--- config.mk ---
export PLATFORM = sky130hd
export DESIGN_NAME = bth_ram
export DESIGN_NICKNAME = d
export VERILOG_FILES = /design/src/rtl/bth_ram.sv
export SDC_FILE = /design/constraint.sdc
export NUM_CORES = 1
export LEC_CHECK = 0
export BUFFER_PORTS_ARGS = -buffer_cell sky130_fd_sc_hd__clkbuf_2
export CORE_ASPECT_RATIO = 2
export CORE_UTILIZATION = 65
export DETAILED_ROUTE_END_ITERATION = 8
export GPL_TIMING_DRIVEN = 1
export PLACE_DENSITY = 0.86
export RECOVER_POWER = 100
export SETUP_SLACK_MARGIN = 0.3
export SLEW_MARGIN = 20
export SYNTH_ARGS = -nofsm -noshare
export SYNTH_HDL_FRONTEND = slang
export SYNTH_SLANG_ARGS = --single-unit
--- constraint.sdc ---
create_clock -name clk -period 4.5 [get_ports clk]
set_input_delay 0.225 -clock clk [delete_from_list [all_inputs] [get_ports clk]]
set_output_delay 0.225 -clock clk [all_outputs]
set_load 0.05 [all_outputs]
--- src/rtl/bth_ram.sv ---
`timescale 1ns / 1ps
module bth_ram #(
  parameter int WIDTH = 8,
  parameter int DEPTH = 16
) (
  input  logic                     clk,
  input  logic                     we,
  input  logic [$clog2(DEPTH)-1:0] waddr,
  input  logic [WIDTH-1:0]         wdata,
  input  logic [$clog2(DEPTH)-1:0] raddr,
  output logic [WIDTH-1:0]         rdata
);

  logic [WIDTH-1:0] mem [DEPTH];

  // One write port and one registered read port.
  always_ff @(posedge clk) begin
    if (we) begin
      mem[waddr] <= wdata;
    end
    rdata <= mem[raddr];
  end

endmodule

Word level (Yosys, flattened, before mapping)
Memory sizes are Yosys's and may differ from the RTL's. A register that Yosys moved wholly into a read port is not among the register bits. Index checks and enable logic that the tools add are counted.

Memories kept: 1. Output and inout port bits: 8. Memory bits (writable): 128. Input bits: 18. Bits in latches: 0. ROM bits: 0. Register bits: 0.

Memories: mem (depth 16, bits a word 8, rd ports 1, clocked after memory_dff 1, wr ports 1, RTL line 14) `logic [WIDTH-1:0] mem [DEPTH];`.

Add/sub/neg operators: 0. Multiplexer cells: 2. Order comparisons: 0. $mul: 0. Divide/modulo/power cells: 0. Bitwise logic cells: 0. Reduce and logical (&&, ||, !) cells: 0. Shift-type cells: 0. Equal/unequal tests: 0.

Operators by type and width (number): 1-bit 2-to-1 mux (2).

Logic depth before layout (Yosys ltp)
Gate-level depths: netlist of the first run.

Depth in word-level cells: 2. Depth in mapped cells: 5. Mapped depth without buffers: 3.

Worst setup path before layout of the first run
No wires, ideal clock.

Kind: input-to-reg. Start: input port waddr[2]. End: memory mem[0][0], enable pin. Cell stages on the path: 2. Path slack: 2.782 ns. Data arrival time: 1.335 ns. Path through: or3b_2 > nor3_1.

RTL lines: start, declared (RTL line 8) `input logic [$clog2(DEPTH)-1:0] waddr,`; end, declared (RTL line 14).

No word-level cell before the write port.

Worst setup path in the final report of the first run
Start: input port waddr[2]. End: memory mem[8][6], enable pin.

No word-level cell before the write port.

==> summary.md, run 1 <==
| Metric | Value |
|---|---|
| Status | complete, but fails checks |
| Failing checks | max-capacitance violations, max-slew violations |
| CTS max path bufs | 2 |
| Crit Path Max Fanout | 8 |
| Top Layer Used | met4 |
| Post-DP HPWL | between 6 and 7 mm |
| Fin Hold WS | ~0.35 ns |
| Fin nets | ~280 |
| Min-delay worst type | in2reg |
| Dpl cells | roughly 340 |
| Cells after Synth | around 230 |
| DRT Wirelength | 10.02 mm |
| GR Util All Layers | 27.84% |
| Clk sink count | roughly 140 |
| CP arrival | 1.80 ns |
| GRT overflow | 0 |
| CTS tree | done |
| Total Die Area | ~8300 sq um |
| Slew HR | -5.840% |
| Worst setup path class | in2reg |
| Synth Register Bits | approximately 140 |
| Post-CTS Resized | 0 |
| Unrepaired setup endpoints after global routing | false |
| Initial drt markers | between 200 and 250 |
| Worst-path cell chain | clkbuf_1, nand3b_1, nor3_1 |
| Seq/Total Area, Yosys | 77.78% |
| Number of distinct library cells after synthesis | 19 |
| Vias | between 2000 and 2500 |
| Final critical-path required period | approximately 1.8 ns |
| Die Wd | around 65 microns |
| Slew Viols, Final | 9 |
| Port Buffers | 25 |
| Met2 routed WL | 5.437 mm |
| Clock skew | between 0.004 and 0.005 ns |
| Yosys Warn Count | 0 |
| Antenna viol nets, final | 0 |
| Via density | about 6.6 |
| H-tree Lvls | 4 |
| Commonest non-fill, non-tap cells in the layout | edfxtp_1, clkbuf_1, mux4_2 |
| CTS Buf Count | 17 |
| Startpoint types | input pin |
| Largest net degree at the start of global routing | 33 |
| Period Utilization, post-route | about two fifths |
| Vias in the first global route | approximately 2600 |
| Core Region | 7601 sq um |
| Worst-margin pin slew | 1.575 ns |
| Antenna Cells | 0 |
| Postcts setup bufs | 0 |
| Crit-path slowest cell | nor3_1 |
| PD cells | 491.2 nW/um^2 |
| RD Place Congestion | 0.7900 |
| R2R Setup Slk | around 3.1 ns |
| Post-route DRC | 0 |
| Syn_nets | approximately 250 |
| Final setup viols | 0 |
| Clock slew at reported path FFs | 0.05 ns |
| Maxcap violations | 1 |
| Cell Area, Synth | 5147 sq um |
| Clock root cell | clkbuf_16 |
| Layout Area Growth over Synthesis | 13.66% |
| Worst IR drop on VDD | roughly 0.37 mV |
| Final setup TNS | 0 ns |
| P_leak | 1.915 nW |
| Hold buffer count at cts | 0 |
| Critical path's largest stage delay | 1.22 ns |
| Pwr Total | 2.874 mW |
| Post-Layout Cell Count | between 300 and 400 |
| I/O pins | 26 |
| Final hold vios | 0 |
| Req. time, crit path | around 4.5 ns |
| Avg Cell Area, Syn | around 22 sq um |
| Met1 WL | between 3 and 4 mm |
| Layout cells sized above 1 | 17.20% |
| Endpoint class of the critical path | flop |
| First-pass detailed-route iteration total | 5 |
| Initial antenna violation count | 0 |
| Initial Util | just under 70% |
| Die H | about 130 microns |
| Fmax | approximately 0.56 GHz |
| First-pass GRT wire length | roughly 15 mm |
| WL per Instance | between 20 and 30 microns |
| DR WL met3 | 650 microns |
| Worst skew pair latency | between 0.4 and 0.5 ns |
| Cell Rows | 45 |
| Most common cell after layout, fill and taps aside | edfxtp_1 |
-- state kept, by name, summed over array words and instances (netlist names) --
| register | cells |
|---|---|
| mem | 128 |
| rdata | 8 |
-- layer usage --
metal  GRT usage [%]  vias up
li1                -     1045
met1           32.07     1253
met2           45.83      151
met3           9.164       28
met4           14.25        0
met5               0        -
-- where the power goes --
part / internal [mW] / total [mW] / leakage, nW / switching (mW)
clock: 0.843 / 1.30 / 0.271 / 0.456
combinational: 0.0471 / 0.148 / 0.421 / 0.101
sequential: 1.42 / 1.43 / 1.22 / 0.00866
total: 2.31 / 2.87 / 1.92 / 0.566
-- Yosys cell counts (all sizes together) --
cell / n / area share [%]
and2b: 1 / 0.15
nand3b: 2 / 0.29
nand3: 1 / 0.097
a22oi: 16 / 2.3
nor2: 13 / 0.95
or3b: 1 / 0.17
clkdlybuf4s25: 3 / 0.58
nand2: 9 / 0.66
buf: 7 / 1.1
nor2b: 1 / 0.12
edfxtp: 128 / 75
mux4: 32 / 15
dfxtp: 8 / 3.1
nand2b: 2 / 0.24
and2: 1 / 0.12
nor3: 4 / 0.39
-- layout make-up --
type | count | area [sq um]
clock buffer | 28 | 486.7
clock inverter | 4 | 70.07
multi-input combinational | 83 | 1057
tap | 94 | 117.6
sequential | 136 | 4004
timing repair buffer | 28 | 115.1
fill | 420 | 1750
-- worst paths after layout --
path                                  from         to  cells past startpoint
worst max-delay path              waddr[2]  mem[8][6]                      3
worst min-delay path              wdata[3]  mem[4][3]                      1
worst max register to register   mem[0][0]   rdata[0]                      3
worst min register to register  mem[14][6]   rdata[6]                      3
-- cell families after synthesis --
family / Yosys count / share of synthesized area (%)
flip-flops: 136 / 77.78
multiplexers: 32 / 15.02
AO/OA/AOI/OAI: 16 / 2.334
AND/OR/NAND/NOR: 35 / 3.184
buffers and inverters: 10 / 1.677
-- metrics by stage --
step	util (%)	area (sq um)	worst slack [ns]
2_1_floorplan	-	5147	2.782
3_3_place_gp	70.14	5331	2.519
3_5_place_dp	70.14	5331	2.440
4_1_cts	77.46	5888	2.804
5_1_grt	76.97	5851	2.646
6_report	76.97	5851	2.710
-- worst max-delay path, delay by kind of cell --
kind | cells | cell delay (ns)
simple gates | 2 | 1.46
buf+inv | 1 | 0.11
Note: power is estimated with default switching activity, not from simulation.
==> run 2, diff against run 1 <==
--- a/config.mk
+++ b/config.mk
@@ -7,10 +7,10 @@
 export LEC_CHECK = 0
 export BUFFER_PORTS_ARGS = -buffer_cell sky130_fd_sc_hd__clkbuf_2
 export CORE_ASPECT_RATIO = 2
-export CORE_UTILIZATION = 65
+export CORE_UTILIZATION = 54
 export DETAILED_ROUTE_END_ITERATION = 8
 export GPL_TIMING_DRIVEN = 1
-export PLACE_DENSITY = 0.86
+export PLACE_DENSITY = 0.76
 export RECOVER_POWER = 100
 export SETUP_SLACK_MARGIN = 0.3
 export SLEW_MARGIN = 20
==> constraint.sdc (replaced) <==
create_clock -name clk -period 1.6 [get_ports clk]
set_input_delay 0.08 -clock clk [delete_from_list [all_inputs] [get_ports clk]]
set_output_delay 0.08 -clock clk [all_outputs]
set_load 0.05 [all_outputs]
==> run 2 against run 1 <==
Net effect:
- sequential cell count did not move
- critical path depth grew 1
- the flow now finishes without violations
- global-route usage fell by 5.9 points
- critical endpoint is now mem[3][0]
==> summary.md, run 2 (synthesis results as in run 1) <==
| Metric | Value |
|---|---|
| Initial antenna violation count | 0 (unchanged) |
| Final critical-path required period | between 1 and 1.5 ns |
| Status | finished clean (was complete, but fails checks) |
| CTS Buf Count | 17 (unchanged) |
| Startpoint types | input pin (unchanged) |
| R2R Setup Slk | 0.30 ns (was 3.12 ns) |
| Worst skew pair latency | 0.41 ns (about the same) |
| Via density | 6.173 (was 6.641) |
| Dpl cells | 374 (was 341) |
| I/O pins | 26 (unchanged) |
| Final setup viols | 0 (unchanged) |
| Cells on Worst Hold Path | 4 (was 1) |
| WL per Instance | 24.51 microns (was 26.87 microns) |
| Worst setup path class | in2reg (unchanged) |
| Reg-to-reg startpoint | mem[11][1] (was mem[0][0]) |
| Endpoint class of the critical path | flop (unchanged) |
| First-pass detailed-route iteration total | 7 (was 5) |
| Min-delay worst type | in2reg (unchanged) |
| Largest regs | mem: 128 flops, rdata: 8 flops (unchanged) |
| RD Place Congestion | 0.7825 (was 0.7900) |
| Slew Viols, Final | 0 (was 9) |
| Port Buffers | 25 (unchanged) |
| P_leak | 1.939 nW (was 1.915 nW) |
| Clock slew at reported path FFs | 0.05 ns (about the same) |
| Final setup TNS | 0 ns (unchanged) |
| CP endpoint | mem[3][0] (was mem[8][6]) |
| Worst Reg2Reg Path Length in Cells | 3 (unchanged) |
| Clk sink count | 136 (unchanged) |
| Largest Register | mem (unchanged) |
| Period Utilization, post-route | between 80% and 90% |
| Most common cell after layout, fill and taps aside | edfxtp_1 (unchanged) |
| Hold buffer count at cts | 0 (unchanged) |
| Final hold vios | 0 (unchanged) |
| Total Die Area | 9950 sq um (was 8301 sq um) |
| Die Wd | 71.04 microns (was 64.93 microns) |
| Fmax | 0.7480 GHz |
| Worst-margin pin slew | 0.7091 ns (was 1.575 ns) |
| Post-Layout Cell Count | 404 (was 373) |
| Req. time, crit path | 1.64 ns (was 4.51 ns) |
| Unrepaired setup endpoints after global routing | true (was false) |
| Initial drt markers | 181 (was 207) |
| GR Util All Layers | 21.96% (was 27.84%) |
| Post-DP HPWL | 6.331 mm (was 6.043 mm) |
| Dpl cell area | 5542 sq um (was 5331 sq um) |
| PD cells | 1349 nW/um^2 (was 491.2 nW/um^2) |
| H-tree Lvls | 4 (unchanged) |
| GRT overflow | 0 (unchanged) |
| Pwr Total | 8.047 mW (was 2.874 mW) |
| Antenna viol nets, final | 0 (unchanged) |
| Antenna Cells | 0 (unchanged) |
| Commonest non-fill, non-tap cells in the layout | edfxtp_1, clkbuf_1, mux4_2 (unchanged) |
| Initial Util | 55.22% (was 67.72%) |
| DRT Wirelength | 9.903 mm (was 10.02 mm) |
| CP Launch Point | we (was waddr[2]) |
| Postcts setup bufs | 0 (unchanged) |
| Clock root cell | clkbuf_16 (unchanged) |
| Layout Area Growth over Synthesis | 15.90% (was 13.66%) |
| Post-route DRC | 0 (unchanged) |
| Vias | 2494 (was 2477) |
| Max reg flops | 128 (unchanged) |
| Clock skew | 0.008192 ns (was 0.004585 ns) |
| Capturing point of the worst reg2reg path | rdata[1] (was rdata[0]) |
| Fin Hold WS | 0.1637 ns (was 0.3540 ns) |
| CTS tree | done (unchanged) |
| Slew HR | 52.73% (was -5.840%) |
| Largest net degree at the start of global routing | 26 (was 33) |
| Core Region | 9321 sq um (was 7601 sq um) |
| Fin nets | 307 (was 284) |
| HP Start | raddr[2] (was wdata[3]) |
| Worst IR drop on VDD | 1.220 mV (was 0.3650 mV) |
| First-pass GRT wire length | 14.82 mm (was 14.94 mm) |
| CP arrival | 1.38 ns (was 1.80 ns) |
| Layout cells sized above 1 | 23.33% (was 17.20%) |
| Cell Rows | 50 (was 45) |
| Vias in the first global route | 2589 (was 2608) |
| Die H | 140.1 microns (was 127.9 microns) |
| Crit Path Max Fanout | 8 (unchanged) |
| CTS max path bufs | 2 (unchanged) |
| Maxcap violations | 0 (was 1) |
| Cell area after layout | 5966 sq um (was 5851 sq um) |
## run 2: critical path: stages
cell	delay, ns
clkbuf_1	0.14
or3b_2	0.51
nor2_1	0.12
clkbuf_1	0.53
## run 2: timing repair
item	4_1_cts	5_1_grt
hold endpoints to repair	0	0
setup endpoints to repair	4	8
gates resized for setup	5	8
pin swaps	1	4
## run 2: worst min path at each step
| stage | endpoint | slack, ns |
|---|---|---|
| 3_5_place_dp | mem[14][6] | 0.51 |
| 6_report | rdata[7] | 0.16 |
| 5_1_grt | rdata[5] | 0.19 |
| 2_1_floorplan | mem[0][0] | 0.18 |
| 4_1_cts | mem[7][6] | 0.08 |
| 3_3_place_gp | mem[14][6] | 0.49 |
## run 2: cell type report
type	instances	area, sq um
Multi-Input combinational cell	83	1042
Timing Repair Buffer	51	247.7
Clock buffer	19	432.9
Tap cell	104	130.1
Fill cell	637	3356
Sequential cell	136	4004
Clock inverter	11	108.9
## run 2: metal layers
| layer | wire length [microns] | global-route usage, % | vias to the layer above |
|---|---|---|---|
| li1 | - | - | 1086 |
| met1 | 3859 | 25.41 | 1292 |
| met2 | 5412 | 37.75 | 100 |
| met3 | 442 | 5.540 | 16 |
| met4 | 189 | 10.63 | 0 |
| met5 | 0 | 0 | - |
## run 2: power breakdown
part / switching, mW / internal, mW / leakage (nW)
Combinational: 0.289 / 0.154 / 0.450
Sequential: 0.0228 / 3.99 / 1.22
Clock: 1.35 / 2.25 / 0.265
Total: 1.66 / 6.39 / 1.94
## run 2: through the flow
step | worst slack (ns) | util (%)
6_report | 0.2631 | 64.00
5_1_grt | 0.1893 | 64.00
4_1_cts | 0.3005 | 65.25
3_5_place_dp | 0.1083 | 59.45
3_3_place_gp | 0.1112 | 59.45
2_1_floorplan | 0.2539 | -
