--- config.mk ---
export PLATFORM = sky130hd
export DESIGN_NAME = bth_seq
export DESIGN_NICKNAME = d
export VERILOG_FILES = /design/src/rtl/bth_pkg.sv /design/src/rtl/bth_seq.sv
export SDC_FILE = /design/constraint.sdc
export NUM_CORES = 1
export LEC_CHECK = 0
export ABC_AREA = 1
export BUFFER_PORTS_ARGS = -buffer_cell sky130_fd_sc_hd__buf_4
export CORE_UTILIZATION = 55
export CTS_CLUSTER_DIAMETER = 80
export CTS_CLUSTER_SIZE = 16
export DETAILED_ROUTE_END_ITERATION = 8
export GPL_TIMING_DRIVEN = 0
export PLACE_DENSITY = 0.79
export SLEW_MARGIN = 20
export SYNTH_ARGS = -nofsm -noshare
export SYNTH_HDL_FRONTEND = slang
export SYNTH_SLANG_ARGS = --single-unit
export TNS_END_PERCENT = 20
--- constraint.sdc ---
create_clock -name clk -period 4.5 [get_ports clk]
set_input_delay 0.225 -clock clk [delete_from_list [all_inputs] [get_ports clk]]
set_output_delay 0.225 -clock clk [all_outputs]
set_load 0.02 [all_outputs]
--- src/rtl/bth_pkg.sv ---
`timescale 1ns / 1ps
package bth_pkg;

  // Sizing of the block table, the trace stack and one block.
  localparam int MAX_BLOCKS  = 4096;
  localparam int STACK_DEPTH = 64;
  localparam int BLOCK_BYTES = 16;

  localparam int BLK_W  = $clog2(MAX_BLOCKS);
  localparam int CNT_W  = BLK_W + 1;
  localparam int HINT_W = BLK_W - 2;
  localparam int STK_W  = $clog2(STACK_DEPTH);
  localparam int SCNT_W = STK_W + 1;
  localparam int OFS_W  = $clog2(BLOCK_BYTES);
  localparam int NEED_W = 33 - OFS_W;

  // Block kinds in the allocation table.
  localparam logic [1:0] K_FREE = 2'd0;
  localparam logic [1:0] K_HEAD = 2'd1;
  localparam logic [1:0] K_TAIL = 2'd2;
  localparam logic [1:0] K_MARK = 2'd3;

  // Command codes.
  localparam logic [2:0] CMD_INIT   = 3'd0;
  localparam logic [2:0] CMD_ALLOC  = 3'd1;
  localparam logic [2:0] CMD_MARK   = 3'd2;
  localparam logic [2:0] CMD_POP    = 3'd3;
  localparam logic [2:0] CMD_RESCAN = 3'd4;
  localparam logic [2:0] CMD_SWEEP  = 3'd5;

  // Status codes.
  localparam logic [1:0] ST_DONE    = 2'd0;
  localparam logic [1:0] ST_OOM     = 2'd1;
  localparam logic [1:0] ST_IGNORED = 2'd2;
  localparam logic [1:0] ST_EMPTY   = 2'd3;

  // Configuration register indexes.
  localparam logic CFG_POOL_BASE   = 1'b0;
  localparam logic CFG_POOL_BLOCKS = 1'b1;

  typedef struct packed {
    logic [2:0]  command;
    logic [31:0] value;
  } in_item_t;

  typedef struct packed {
    logic [1:0]       status;
    logic [BLK_W-1:0] block_index;
    logic [CNT_W-1:0] block_count;
    logic [31:0]      address;
    logic             overflowed;
  } out_item_t;

  typedef struct packed {
    logic [31:0]      base;
    logic [CNT_W-1:0] blocks;
  } cfg_t;

  typedef struct packed {
    logic [1:0]       status;
    logic [BLK_W-1:0] blk;
    logic [CNT_W-1:0] cnt;
    logic             has_addr;
    logic             ovf;
  } res_t;

endpackage

--- src/rtl/bth_seq.sv ---
`timescale 1ns / 1ps
module bth_seq
  import bth_pkg::*;
(
  input  logic              clk,
  input  logic              rst_n,
  input  cfg_t              cfg,
  input  logic              in_valid,
  output logic              in_stall,
  input  in_item_t          in_data,
  output logic              res_valid,
  input  logic              res_ready,
  output res_t              res_o,
  output logic              tab_we,
  output logic [BLK_W-1:0]  tab_waddr,
  output logic [1:0]        tab_wdata,
  output logic [BLK_W-1:0]  tab_raddr,
  input  logic [1:0]        tab_rdata,
  output logic              stk_we,
  output logic [STK_W-1:0]  stk_waddr,
  output logic [BLK_W-1:0]  stk_wdata,
  output logic [STK_W-1:0]  stk_raddr,
  input  logic [BLK_W-1:0]  stk_rdata
);

  typedef enum logic [4:0] {
    S_CLEAR, S_IDLE, S_A_RD, S_A_EV, S_A_WR, S_M_CHK, S_M_RD, S_M_EV,
    S_P_RD, S_P_EV, S_L_RD, S_L_EV, S_R_START, S_R_RD, S_R_EV,
    S_W_RD, S_W_EV, S_OUT
  } state_t;

  localparam logic [BLK_W-1:0] LAST_BLK = BLK_W'(MAX_BLOCKS - 1);

  state_t              state_r, state_nxt;
  res_t                res_r, res_nxt;
  logic [NEED_W-1:0]   need_r, need_nxt;
  logic [31:0]         val_r, val_nxt;
  logic [CNT_W-1:0]    cur_r, cur_nxt;
  logic [CNT_W-1:0]    walk_r, walk_nxt;
  logic [BLK_W-1:0]    ptr_r, ptr_nxt;
  logic [BLK_W-1:0]    blk_r, blk_nxt;
  logic [CNT_W-1:0]    run_r, run_nxt;
  logic [BLK_W-1:0]    last_r, last_nxt;
  logic                drop_r, drop_nxt;
  logic                pass_r, pass_nxt;
  logic [SCNT_W-1:0]   scnt_r, scnt_nxt;
  logic                ovf_r, ovf_nxt;
  logic [HINT_W-1:0]   hint_r, hint_nxt;
  logic [BLK_W-1:0]    hu_r, hu_nxt;
  logic                active_r, active_nxt;
  logic                clr_emit_r, clr_emit_nxt;

  logic [CNT_W-1:0]    nb;
  logic                in_xfer;

  function automatic res_t mk_res(logic [1:0] st, logic [BLK_W-1:0] b,
                                  logic [CNT_W-1:0] n, logic has);
    res_t r;
    r.status   = st;
    r.blk      = b;
    r.cnt      = n;
    r.has_addr = has;
    r.ovf      = 1'b0;
    return r;
  endfunction

  // Usable block count: clamped to the table size, rounded down to a multiple of four.
  always_comb begin
    nb = (cfg.blocks > CNT_W'(MAX_BLOCKS)) ? CNT_W'(MAX_BLOCKS) : cfg.blocks;
    nb[1:0] = 2'b00;
  end

  assign in_stall  = (state_r != S_IDLE);
  assign in_xfer   = in_valid && !in_stall;
  assign res_valid = (state_r == S_OUT);

  always_comb begin
    res_o     = res_r;
    res_o.ovf = ovf_r;
  end

  // Command sequencer: a scan's table access is a read, a wait for the data,
  // then a decision and an optional write back; the clearing pass and the alloc run only write.
  always_comb begin
    logic [CNT_W-1:0]  run_inc;
    logic [CNT_W:0]    hsum;
    logic [BLK_W-1:0]  hval;
    logic [32:0]       hi;
    logic [31:0]       diff;
    logic [CNT_W-1:0]  pos;
    logic [32:0]       need_sum;
    logic [NEED_W-1:0] need_v;
    logic [BLK_W-1:0]  last_v;

    state_nxt    = state_r;
    res_nxt      = res_r;
    need_nxt     = need_r;
    val_nxt      = val_r;
    cur_nxt      = cur_r;
    walk_nxt     = walk_r;
    ptr_nxt      = ptr_r;
    blk_nxt      = blk_r;
    run_nxt      = run_r;
    last_nxt     = last_r;
    drop_nxt     = drop_r;
    pass_nxt     = pass_r;
    scnt_nxt     = scnt_r;
    ovf_nxt      = ovf_r;
    hint_nxt     = hint_r;
    hu_nxt       = hu_r;
    active_nxt   = active_r;
    clr_emit_nxt = clr_emit_r;

    tab_we    = 1'b0;
    tab_waddr = ptr_r;
    tab_wdata = K_FREE;
    tab_raddr = cur_r[BLK_W-1:0];
    stk_we    = 1'b0;
    stk_waddr = scnt_r[STK_W-1:0];
    stk_wdata = blk_r;
    stk_raddr = scnt_r[STK_W-1:0];

    run_inc  = run_r + CNT_W'(1);
    hsum     = {1'b0, cur_r} + (CNT_W + 1)'(1);
    hval     = hsum[CNT_W:2];
    hi       = {1'b0, cfg.base} + 33'({nb, {OFS_W{1'b0}}});
    diff     = val_r - cfg.base;
    pos      = {1'b0, blk_r} + run_r;
    need_sum = {1'b0, in_data.value} + 33'(BLOCK_BYTES - 1);
    need_v   = need_sum[32:OFS_W];
    last_v   = last_r;

    case (state_r)
      // Clearing pass over the whole table, one entry a cycle.
      S_CLEAR: begin
        tab_we    = 1'b1;
        tab_waddr = cur_r[BLK_W-1:0];
        tab_wdata = K_FREE;
        if (cur_r[BLK_W-1:0] == LAST_BLK) begin
          if (clr_emit_r) begin
            res_nxt   = mk_res(ST_DONE, '0, '0, 1'b0);
            state_nxt = S_OUT;
          end else begin
            state_nxt = S_IDLE;
          end
        end else begin
          cur_nxt = cur_r + CNT_W'(1);
        end
      end

      S_IDLE: begin
        if (in_xfer) begin
          case (in_data.command)
            CMD_INIT: begin
              scnt_nxt     = '0;
              ovf_nxt      = 1'b0;
              hint_nxt     = '0;
              hu_nxt       = '0;
              walk_nxt     = '0;
              active_nxt   = 1'b0;
              cur_nxt      = '0;
              clr_emit_nxt = 1'b1;
              state_nxt    = S_CLEAR;
            end
            CMD_ALLOC: begin
              need_nxt  = (need_v == '0) ? NEED_W'(1) : need_v;
              cur_nxt   = {1'b0, hint_r, 2'b00};
              run_nxt   = '0;
              state_nxt = S_A_RD;
            end
            CMD_MARK: begin
              val_nxt   = in_data.value;
              state_nxt = S_M_CHK;
            end
            CMD_POP: begin
              if (scnt_r == '0) begin
                res_nxt   = mk_res(ST_EMPTY, '0, '0, 1'b0);
                state_nxt = S_OUT;
              end else begin
                scnt_nxt  = scnt_r - SCNT_W'(1);
                state_nxt = S_P_RD;
              end
            end
            CMD_RESCAN: begin
              pass_nxt  = 1'b0;
              state_nxt = S_R_START;
            end
            CMD_SWEEP: begin
              cur_nxt   = '0;
              drop_nxt  = 1'b0;
              last_nxt  = '0;
              state_nxt = S_W_RD;
            end
            default: begin
              res_nxt   = mk_res(ST_IGNORED, '0, '0, 1'b0);
              state_nxt = S_OUT;
            end
          endcase
        end
      end

      // First-fit scan from the free hint.
      S_A_RD: begin
        if (cur_r >= nb) begin
          res_nxt   = mk_res(ST_OOM, '0, '0, 1'b0);
          state_nxt = S_OUT;
        end else begin
          state_nxt = S_A_EV;
        end
      end

      S_A_EV: begin
        if (tab_rdata == K_FREE) begin
          if (NEED_W'(run_inc) >= need_r) begin
            blk_nxt = cur_r[BLK_W-1:0] - run_r[BLK_W-1:0];
            ptr_nxt = cur_r[BLK_W-1:0] - run_r[BLK_W-1:0];
            run_nxt = run_inc;
            if (run_inc == CNT_W'(1)) begin
              hint_nxt = (hval >= BLK_W'(MAX_BLOCKS / 4)) ? '0 : hval[HINT_W-1:0];
            end
            if (cur_r[BLK_W-1:0] > hu_r) begin
              hu_nxt = cur_r[BLK_W-1:0];
            end
            state_nxt = S_A_WR;
          end else begin
            run_nxt   = run_inc;
            cur_nxt   = cur_r + CNT_W'(1);
            state_nxt = S_A_RD;
          end
        end else begin
          run_nxt   = '0;
          cur_nxt   = cur_r + CNT_W'(1);
          state_nxt = S_A_RD;
        end
      end

      // Write the head, then the tails up to the last block of the run.
      S_A_WR: begin
        tab_we    = 1'b1;
        tab_waddr = ptr_r;
        tab_wdata = (ptr_r == blk_r) ? K_HEAD : K_TAIL;
        if (ptr_r == cur_r[BLK_W-1:0]) begin
          res_nxt   = mk_res(ST_DONE, blk_r, run_r, 1'b1);
          state_nxt = S_OUT;
        end else begin
          ptr_nxt = ptr_r + BLK_W'(1);
        end
      end

      // Alignment and range check of a candidate pointer.
      S_M_CHK: begin
        if ((val_r[OFS_W-1:0] != '0) || (val_r < cfg.base) || ({1'b0, val_r} >= hi)) begin
          res_nxt   = mk_res(ST_IGNORED, '0, '0, 1'b0);
          state_nxt = S_OUT;
        end else begin
          blk_nxt   = diff[OFS_W+BLK_W-1:OFS_W];
          state_nxt = S_M_RD;
        end
      end

      S_M_RD: begin
        tab_raddr = blk_r;
        state_nxt = S_M_EV;
      end

      S_M_EV: begin
        if (tab_rdata != K_HEAD) begin
          res_nxt = mk_res(ST_IGNORED, '0, '0, 1'b0);
        end else begin
          tab_we    = 1'b1;
          tab_waddr = blk_r;
          tab_wdata = K_MARK;
          if (scnt_r < SCNT_W'(STACK_DEPTH)) begin
            stk_we   = 1'b1;
            scnt_nxt = scnt_r + SCNT_W'(1);
          end else begin
            ovf_nxt = 1'b1;
          end
          res_nxt = mk_res(ST_DONE, blk_r, '0, 1'b1);
        end
        state_nxt = S_OUT;
      end

      // Pop the top of the trace stack.
      S_P_RD: begin
        state_nxt = S_P_EV;
      end

      S_P_EV: begin
        blk_nxt   = stk_rdata;
        run_nxt   = CNT_W'(1);
        state_nxt = S_L_RD;
      end

      // Object length: count tails that follow the head, up to the pool end.
      S_L_RD: begin
        if (pos >= nb) begin
          res_nxt   = mk_res(ST_DONE, blk_r, run_r, 1'b1);
          state_nxt = S_OUT;
        end else begin
          tab_raddr = pos[BLK_W-1:0];
          state_nxt = S_L_EV;
        end
      end

      S_L_EV: begin
        if (tab_rdata == K_TAIL) begin
          run_nxt   = run_inc;
          state_nxt = S_L_RD;
        end else begin
          res_nxt   = mk_res(ST_DONE, blk_r, run_r, 1'b1);
          state_nxt = S_OUT;
        end
      end

      // Overflow rescan: walk the table for marked heads.
      S_R_START: begin
        if (!active_r) begin
          if (!ovf_r) begin
            res_nxt   = mk_res(ST_EMPTY, '0, '0, 1'b0);
            state_nxt = S_OUT;
          end else begin
            ovf_nxt    = 1'b0;
            active_nxt = 1'b1;
            walk_nxt   = '0;
            state_nxt  = S_R_RD;
          end
        end else begin
          state_nxt = S_R_RD;
        end
      end

      S_R_RD: begin
        if (walk_r >= nb) begin
          active_nxt = 1'b0;
          if (!pass_r) begin
            pass_nxt  = 1'b1;
            state_nxt = S_R_START;
          end else begin
            res_nxt   = mk_res(ST_EMPTY, '0, '0, 1'b0);
            state_nxt = S_OUT;
          end
        end else begin
          tab_raddr = walk_r[BLK_W-1:0];
          blk_nxt   = walk_r[BLK_W-1:0];
          walk_nxt  = walk_r + CNT_W'(1);
          state_nxt = S_R_EV;
        end
      end

      S_R_EV: begin
        if (tab_rdata == K_MARK) begin
          run_nxt   = CNT_W'(1);
          state_nxt = S_L_RD;
        end else begin
          state_nxt = S_R_RD;
        end
      end

      // Sweep from block zero to the highest used block.
      S_W_RD: begin
        state_nxt = S_W_EV;
      end

      S_W_EV: begin
        tab_waddr = cur_r[BLK_W-1:0];
        case (tab_rdata)
          K_HEAD: begin
            drop_nxt = 1'b1;
            tab_we   = 1'b1;
          end
          K_TAIL: begin
            if (drop_r) begin
              tab_we = 1'b1;
            end else begin
              last_v = cur_r[BLK_W-1:0];
            end
          end
          K_MARK: begin
            tab_we    = 1'b1;
            tab_wdata = K_HEAD;
            drop_nxt  = 1'b0;
            last_v    = cur_r[BLK_W-1:0];
          end
          default: begin
          end
        endcase
        last_nxt = last_v;
        if ((cur_r[BLK_W-1:0] == hu_r) || (cur_r[BLK_W-1:0] == LAST_BLK)) begin
          hu_nxt    = last_v;
          hint_nxt  = '0;
          res_nxt   = mk_res(ST_DONE, '0, '0, 1'b0);
          state_nxt = S_OUT;
        end else begin
          cur_nxt   = cur_r + CNT_W'(1);
          state_nxt = S_W_RD;
        end
      end

      S_OUT: begin
        if (res_ready) begin
          state_nxt = S_IDLE;
        end
      end

      default: begin
        state_nxt = S_IDLE;
      end
    endcase
  end

  always_ff @(posedge clk) begin
    if (!rst_n) begin
      state_r    <= S_CLEAR;
      cur_r      <= '0;
      walk_r     <= '0;
      scnt_r     <= '0;
      ovf_r      <= 1'b0;
      hint_r     <= '0;
      hu_r       <= '0;
      active_r   <= 1'b0;
      clr_emit_r <= 1'b0;
      pass_r     <= 1'b0;
      drop_r     <= 1'b0;
    end else begin
      state_r    <= state_nxt;
      cur_r      <= cur_nxt;
      walk_r     <= walk_nxt;
      scnt_r     <= scnt_nxt;
      ovf_r      <= ovf_nxt;
      hint_r     <= hint_nxt;
      hu_r       <= hu_nxt;
      active_r   <= active_nxt;
      clr_emit_r <= clr_emit_nxt;
      pass_r     <= pass_nxt;
      drop_r     <= drop_nxt;
    end
    res_r  <= res_nxt;
    need_r <= need_nxt;
    val_r  <= val_nxt;
    ptr_r  <= ptr_nxt;
    blk_r  <= blk_nxt;
    run_r  <= run_nxt;
    last_r <= last_nxt;
  end

endmodule

# [Yosys cells after proc, flatten, opt, wreduce, memory -nomap -nowiden]
# Index checks and enable logic that the tools add are counted.
[word_totals] reg_bits=203 in_bits=98 out_inout_bits=83 elab_cells=284
[classes] n_addsub=12 n_lt_le_gt_ge=10 eq_ne=72 n_mux=124 reduce_logical=45
[ops] cell="$mux W29" count=15
[ops] cell="$pmux W29 S11" count=1
[ops] cell="$mux W13" count=16
[ops] cell="$mux W12" count=17
[ops] cell="$pmux W12 S2" count=4
[ops] cell="$pmux W5 S18" count=1
[ops] cell="$mux W5" count=16
[ops] cell="$pmux W12 S3" count=2
[ops] cell="$mux W10" count=7
[ops] cell="$pmux W13 S5" count=1
[ops] cell="$ne A2 B2 Y1 const B" count=29
[ops] cell="$pmux W29 S2" count=1
[ops] cell="$pmux W13 S4" count=1
[ops] cell="$pmux W12 S4" count=1
[ops] cell="$eq A5 B4 Y1 const B" count=8
[ops] cell="$add A13 B1 Y13 const B" count=3
[ops] cell="$ge A13 B13 Y1" count=3
[ops] cell="$pmux W13 S3" count=1
[ops] cell="$eq A12 B12 Y1" count=3
[ops] cell="$add A32 B17 Y33" count=1
[ops] cell="$add A32 B4 Y33 const B" count=1
[ops] cell="$ge A32 B33 Y1" count=1
[ops] cell="$lt A32 B32 Y1" count=1
[ops] cell="$pmux W10 S3" count=1
[ops] cell="other kinds (58)" count=128

# [Longest topological paths before layout]
[depth] ltp_word=7 mapped_depth=39

# [Least setup slack after synthesis]
# Ideal clock, no wire load.
[synth_timing] path_kind="input to register" startpoint="input port cfg[1] in the netlist's numbering" endpoint="register res_r, in the netlist res_o[10], enable pin" setup_ns=0.383 arrival_time_ns=4.119 t_required_ns=4.117 path_slack_ns=-0.001 stages=27 n_path_buf=0 cell_sequence="nor4_1 > nand3_1 > a21boi_0 > ha_1 > fa_1 > nand3_1 > nand2_1 > nand3_1 > nand2_1 > nand2_1 > nor2_1 > nand2_1 > nor3_1 > xor2_1 > ha_1 > nand2_1 > nor2_1 > nand2_1 > nor4_1 > nand3_1 > nand2_1 > nand3_1 > nand2_1 > inv_1 > nand4_1 > nand4_1 > inv_1"
[synth_between] elab_chain_len=7 word_cells_on_any_way=13 cone_classes="1 x add/sub; 5 x order compare; 4 x eq/ne; 1 x mux; 2 x reduce/logical"
[synth_rtl] element="start: declaration" line="bth_seq.sv:7" text="input cfg_t cfg,"
[synth_rtl] element="$gt A13 B13 Y1 *" line="bth_seq.sv:69" text="nb = (cfg.blocks > CNT_W'(MAX_BLOCKS)) ? CNT_W'(MAX_BLOCKS) : cfg.blocks;"
[synth_rtl] element="$mux W13 *" line="bth_seq.sv:69"
[synth_rtl] element="$add A32 B17 Y33" line="bth_seq.sv:126" text="hi = {1'b0, cfg.base} + 33'({nb, {OFS_W{1'b0}}});"
[synth_rtl] element="$ge A32 B33 Y1" line="bth_seq.sv:252" text="if ((val_r[OFS_W-1:0] != '0) || (val_r < cfg.base) || ({1'b0, val_r} >= hi)) begin"
[synth_rtl] element="$logic_or A1 B1 Y1" line="bth_seq.sv:252"
[synth_rtl] element="$ne A2 B2 Y1 (no line)"
[synth_rtl] element="$reduce_and A16 Y1 (no line) *"
[synth_rtl] element="end signal: assignment" line="bth_seq.sv:438" text="res_r <= res_nxt;"
[synth_rtl] element="end: declaration" line="bth_seq.sv:35" text="res_t res_r, res_nxt;"
# Every way passes the cells marked *; elsewhere a longest branch is shown, timed or not.
# A chain may end at the register's enable or synchronous reset.

# [Final worst setup path]
[layout_timing] startpoint="register blk_r[8] (netlist: stk_wdata[8])" endpoint="output port tab_raddr[11]"
[layout_between] elab_chain_len=4
[layout_rtl] element="start: declaration" line="bth_seq.sv:41" text="logic [BLK_W-1:0] blk_r, blk_nxt;"
[layout_rtl] element="start signal: assignment" line="bth_seq.sv:442" text="blk_r <= blk_nxt;"
[layout_rtl] element="$add A12 B13 Y13 *" line="bth_seq.sv:128" text="pos = {1'b0, blk_r} + run_r;"
[layout_rtl] element="$ge A13 B13 Y1" line="bth_seq.sv:297" text="if (pos >= nb) begin"
[layout_rtl] element="$mux W12 *" line="bth_seq.sv:297"
[layout_rtl] element="$pmux W12 S3 *" line="bth_seq.sv:133" text="case (state_r)"
[layout_rtl] element="end: declaration" line="bth_seq.sv:17" text="output logic [BLK_W-1:0] tab_raddr,"
# Marked as above.

==> run_results.csv <==
group,metric,value,unit
detailed_routing,vias,16900,
critical_path,critical_path.startpoint_type,"register",
power_and_ir_drop,ir_drop,286,uV
synthesis,synth_nets,2444,
clocking,clockBufferDepth,3,
clocking,numClockSinks,203,
hold_path,min_path_cells,3,
timing,holdWs,0.0290,ns
floorplan,core_area,29100,sq um
final_layout,area_delta_synth_final,22.8,%
timing,fin_ws,-0.226,ns
timing,fin_crit_sh,105,%
detailed_routing,wl_per_cell,20.2,um
critical_path,worstPathMaxFanout,5,
power_and_ir_drop,power-per-cell-area,206,nW/um^2
timing,fin_worst_skew,0.0220,ns
synthesis,yosysTopAreaCell,"edfxtp_1",
synthesis,syn_inst,2183,
critical_path,worstPathRequired,4.28,ns
clocking,clk_latency,0.52,ns
detailed_routing,ant_nets,0,
critical_path,cp-end-kind,"output pin",
timing,fin_crit,4.73,ns
synthesis,yosys-top-cells-count,"nand2_1 (454), inv_1 (284), nor2_1 (250), ha_1 (160), a21oi_1 (146)",
detailed_routing,drt-total-wl,57700,um
detailed_routing,first_pass_iters,6,
clocking,tritoncts,"yes",
detailed_routing,drtIter0Drc,2033,
power_and_ir_drop,p_switching,0.00112,W
critical_path,r2r_slack,0.16,ns
power_and_ir_drop,p_clk_share,37.4,%
timing,fmax,0.212,GHz
hold_path,min_from,"stk_rdata[7]",
place,dpl.cell_count,2753,
final_layout,ff_latch_area,5450,sq um
hold_path,hold_class,"input port to register",
power_and_ir_drop,comb_power_share,14.7,%
final_layout,finalNonFillerCells,2856,
clocking,path_clk_slew,0.07,ns
floorplan,die_height,175,um
synthesis,yosysWarnings,0,
critical_path,arrival,4.50,ns
synthesis,syn_avg_cell_area,7.53,sq um
timing,worstMarginPinSlew,0.905,ns
synthesis,synthMostInstantiatedCell,"nand2_1",
place,post_dp_cell_area,18300,sq um
floorplan,die-area,30600,sq um
final_layout,fin_area,20200,sq um
synthesis,synth.top_cell.area_share,25.2,%
global_routing,grt_pass1_wl,87500,um
place,place.gp.congestion,1.01,
floorplan,rows,62,
global_routing,grtUsageTotal,36.9,%
global_routing,antenna_found_initial,1,
global_routing,grt_max_degree,18,
final_layout,num_antenna_cells,0,
synthesis,synthArstFlopShare,0,%
power_and_ir_drop,seqPwrFrac,47.9,%
floorplan,initial_core_util,56.5,%
final_layout,fillers,2394,
synthesis,ys_ff_latch,203,
outcome,status,"complete, but fails checks",
timing,slew_headroom,39.2,%
place,hpwl,45000,um
global_routing,grt.overflow.total,0,
critical_path,r2r-start,"run_r[0]$_DFFE_PP_",
synthesis,yosysUniqueCellTypes,68,
timing,drv_slew,0,
critical_path,timing.rr.end,"ptr_r[6]$_DFFE_PP_",
synthesis,synth-main-ff-cell,"edfxtp_1",
synthesis,netlist_top_cells_area,"edfxtp_1 (25%), ha_1 (12%), nand2_1 (10%), dfxtp_1 (7.9%), inv_1 (6.5%)",
floorplan,die_x,175,um
timing,setup_violations,12,
critical_path,worstSetupStartpoint,"stk_wdata[8]$_DFFE_PP_",
final_layout,layout-drive-gt1-share,17.6,%
timing,rsz0062_at_grt,"yes",
outcome,violations,"setup timing",
detailed_routing,vias_per_cell,5.93,
critical_path,critical_path_class,"register to output pin",
timing,finalHoldViolations,0,
final_layout,layout.nets,2723,
synthesis,synth_edf_count,138,
floorplan,design.portCount,181,
hold_path,whs_endpoint,"stk_wdata[7]$_DFFE_PP_",
clocking,cts_max_level,1,
final_layout,multi_input_area,10100,sq um
synthesis,ys_seq_area_share,33.1,%
global_routing,grt_pass1_vias,15800,
place,port_buffers,180,
run,maxCapViolCount,0,
synthesis,syn_area,16400,sq um
critical_path,r2r_cells,17,
power_and_ir_drop,sw_frac_of_total,27.0,%
power_and_ir_drop,total_leakage_power,9.25,nW
clocking,cts_root_buf,"clkbuf_16",
detailed_routing,drc,0,
power_and_ir_drop,internal_power,0.00303,W
clocking,tritoncts.num_buffers,18,
## logic make-up after synthesis
| family | count (synthesis) | synth area share, % |
|---|---|---|
| compound gates | 360 | 13.2 |
| xor+xnor | 108 | 5.80 |
| fa+ha+maj | 163 | 12.5 |
| buf+inv | 356 | 8.56 |
| flops | 203 | 33.1 |
| simple gates | 993 | 26.8 |
## flip-flops by register name, summed over array words and instances, names as in the netlist, 13 cells and up
| register | count |
|---|---|
| val_r | 32 |
| need_r | 29 |
| res_o | 28 |
| cur_r | 13 |
| run_r | 13 |
| walk_r | 13 |
## stage by stage
step	TNS [ns]	utilization [%]	power, W	setup slack [ns]
floorplan	0	-	0.00234	0.0287
global placement	-93.07	62.8	0.00254	-1.47
detailed placement	-63.97	63.0	0.00255	-1.52
CTS	-6.98	67.8	0.00410	-0.219
global route	-9.67	69.4	0.00427	-0.324
finish	-2.18	69.4	0.00415	-0.226
## worst max path at each step
stage	end	slack, ns	depth (start not counted)
3_3_place_gp	stk_wdata[10]$_DFFE_PP_	-1.47	27
4_1_cts	tab_raddr[11]	-0.22	23
3_5_place_dp	stk_wdata[10]$_DFFE_PP_	-1.52	27
6_report	tab_raddr[11]	-0.23	15
5_1_grt	tab_raddr[11]	-0.32	23
2_1_floorplan	stk_wdata[0]$_DFFE_PP_	0.03	28
## layout by cell type (no fill, tap or decap), types with 6 or more instances in the layout
| cell type | instances |
|---|---|
| a31oi_1 | 7 |
| o21ai_1 | 11 |
| nor2_1 | 245 |
| a21oi_2 | 6 |
| nand2_1 | 432 |
| xor2_1 | 91 |
| buf_6 | 12 |
| a21oi_1 | 140 |
| nor4_1 | 26 |
| o2111ai_1 | 8 |
| o2111ai_4 | 8 |
| ha_1 | 152 |
| nor3_2 | 18 |
| or2_2 | 6 |
| dlygate4sd3_1 | 32 |
| nand3b_1 | 6 |
| edfxtp_1 | 138 |
| inv_2 | 21 |
| nor2_2 | 8 |
| o21ai_0 | 95 |
| nand2_2 | 24 |
| a21o_1 | 9 |
| buf_4 | 223 |
| xnor2_1 | 16 |
| nand2_4 | 9 |
| nor2_4 | 10 |
| o221ai_1 | 13 |
| nand3_1 | 87 |
| a211oi_1 | 8 |
| clkbuf_16 | 21 |
| o211ai_1 | 11 |
| nand4_1 | 34 |
| nor3_1 | 59 |
| inv_1 | 281 |
| clkbuf_1 | 31 |
| nand3_2 | 6 |
| dfxtp_1 | 65 |
## routing by layer
| metal | vias up | share of wire [%] | global-route usage [%] |
|---|---|---|---|
| met3 | 217 | 9.1 | 5.24 |
| met5 | - | 0.028 | 0 |
| met2 | 929 | 47 | 62.1 |
| met1 | 7851 | 38 | 45.5 |
| met4 | 2 | 6.4 | 20.1 |
| li1 | 7927 | - | - |
## power by group through the flow
stage / Clock (W) / Combinational (W) / Sequential [W]
4_1_cts: 0.00155 / 0.000557 / 0.00199
3_3_place_gp: 0 / 0.000511 / 0.00203
5_1_grt: 0.00163 / 0.000662 / 0.00199
3_5_place_dp: 0 / 0.000522 / 0.00203
2_1_floorplan: 0 / 0.000309 / 0.00203
6_report: 0.00155 / 0.000610 / 0.00199
## cell type report
type	instances	share of cell area, %
clock inverters	6	0.217
well taps	384	2.38
repair buffers	258	10.6
plain buffers	50	1.33
flip-flops and latches	203	27.0
inverters	306	5.73
clock buffers	24	2.50
multi-input cells	1624	50.2
repair inverters	1	0.0372
## worst max-delay path: stages (launching register included)
cell      delay (ns)
edfxtp_1        0.58
ha_1            0.44
a21o_1          0.22
a221oi_1        0.25
nand3_1         0.12
xor2_1          0.52
ha_1            0.39
nand2_4         0.09
nor2_4          0.04
nand2_1         0.07
nand4_1         0.27
nor2_2          0.27
clkbuf_8        0.19
nand2_4         0.06
a32oi_4         0.30
buf_6           0.16
## timing repair
item	CTS	global route
setup buffers	17	20
endpoints found under the setup margin	56	68
pin swaps	20	34
gates cloned	2	2
gates resized for setup	64	63
endpoints found under the hold margin	32	0
hold buffers	32	0
No activity file was read; power rests on OpenSTA's default activity.
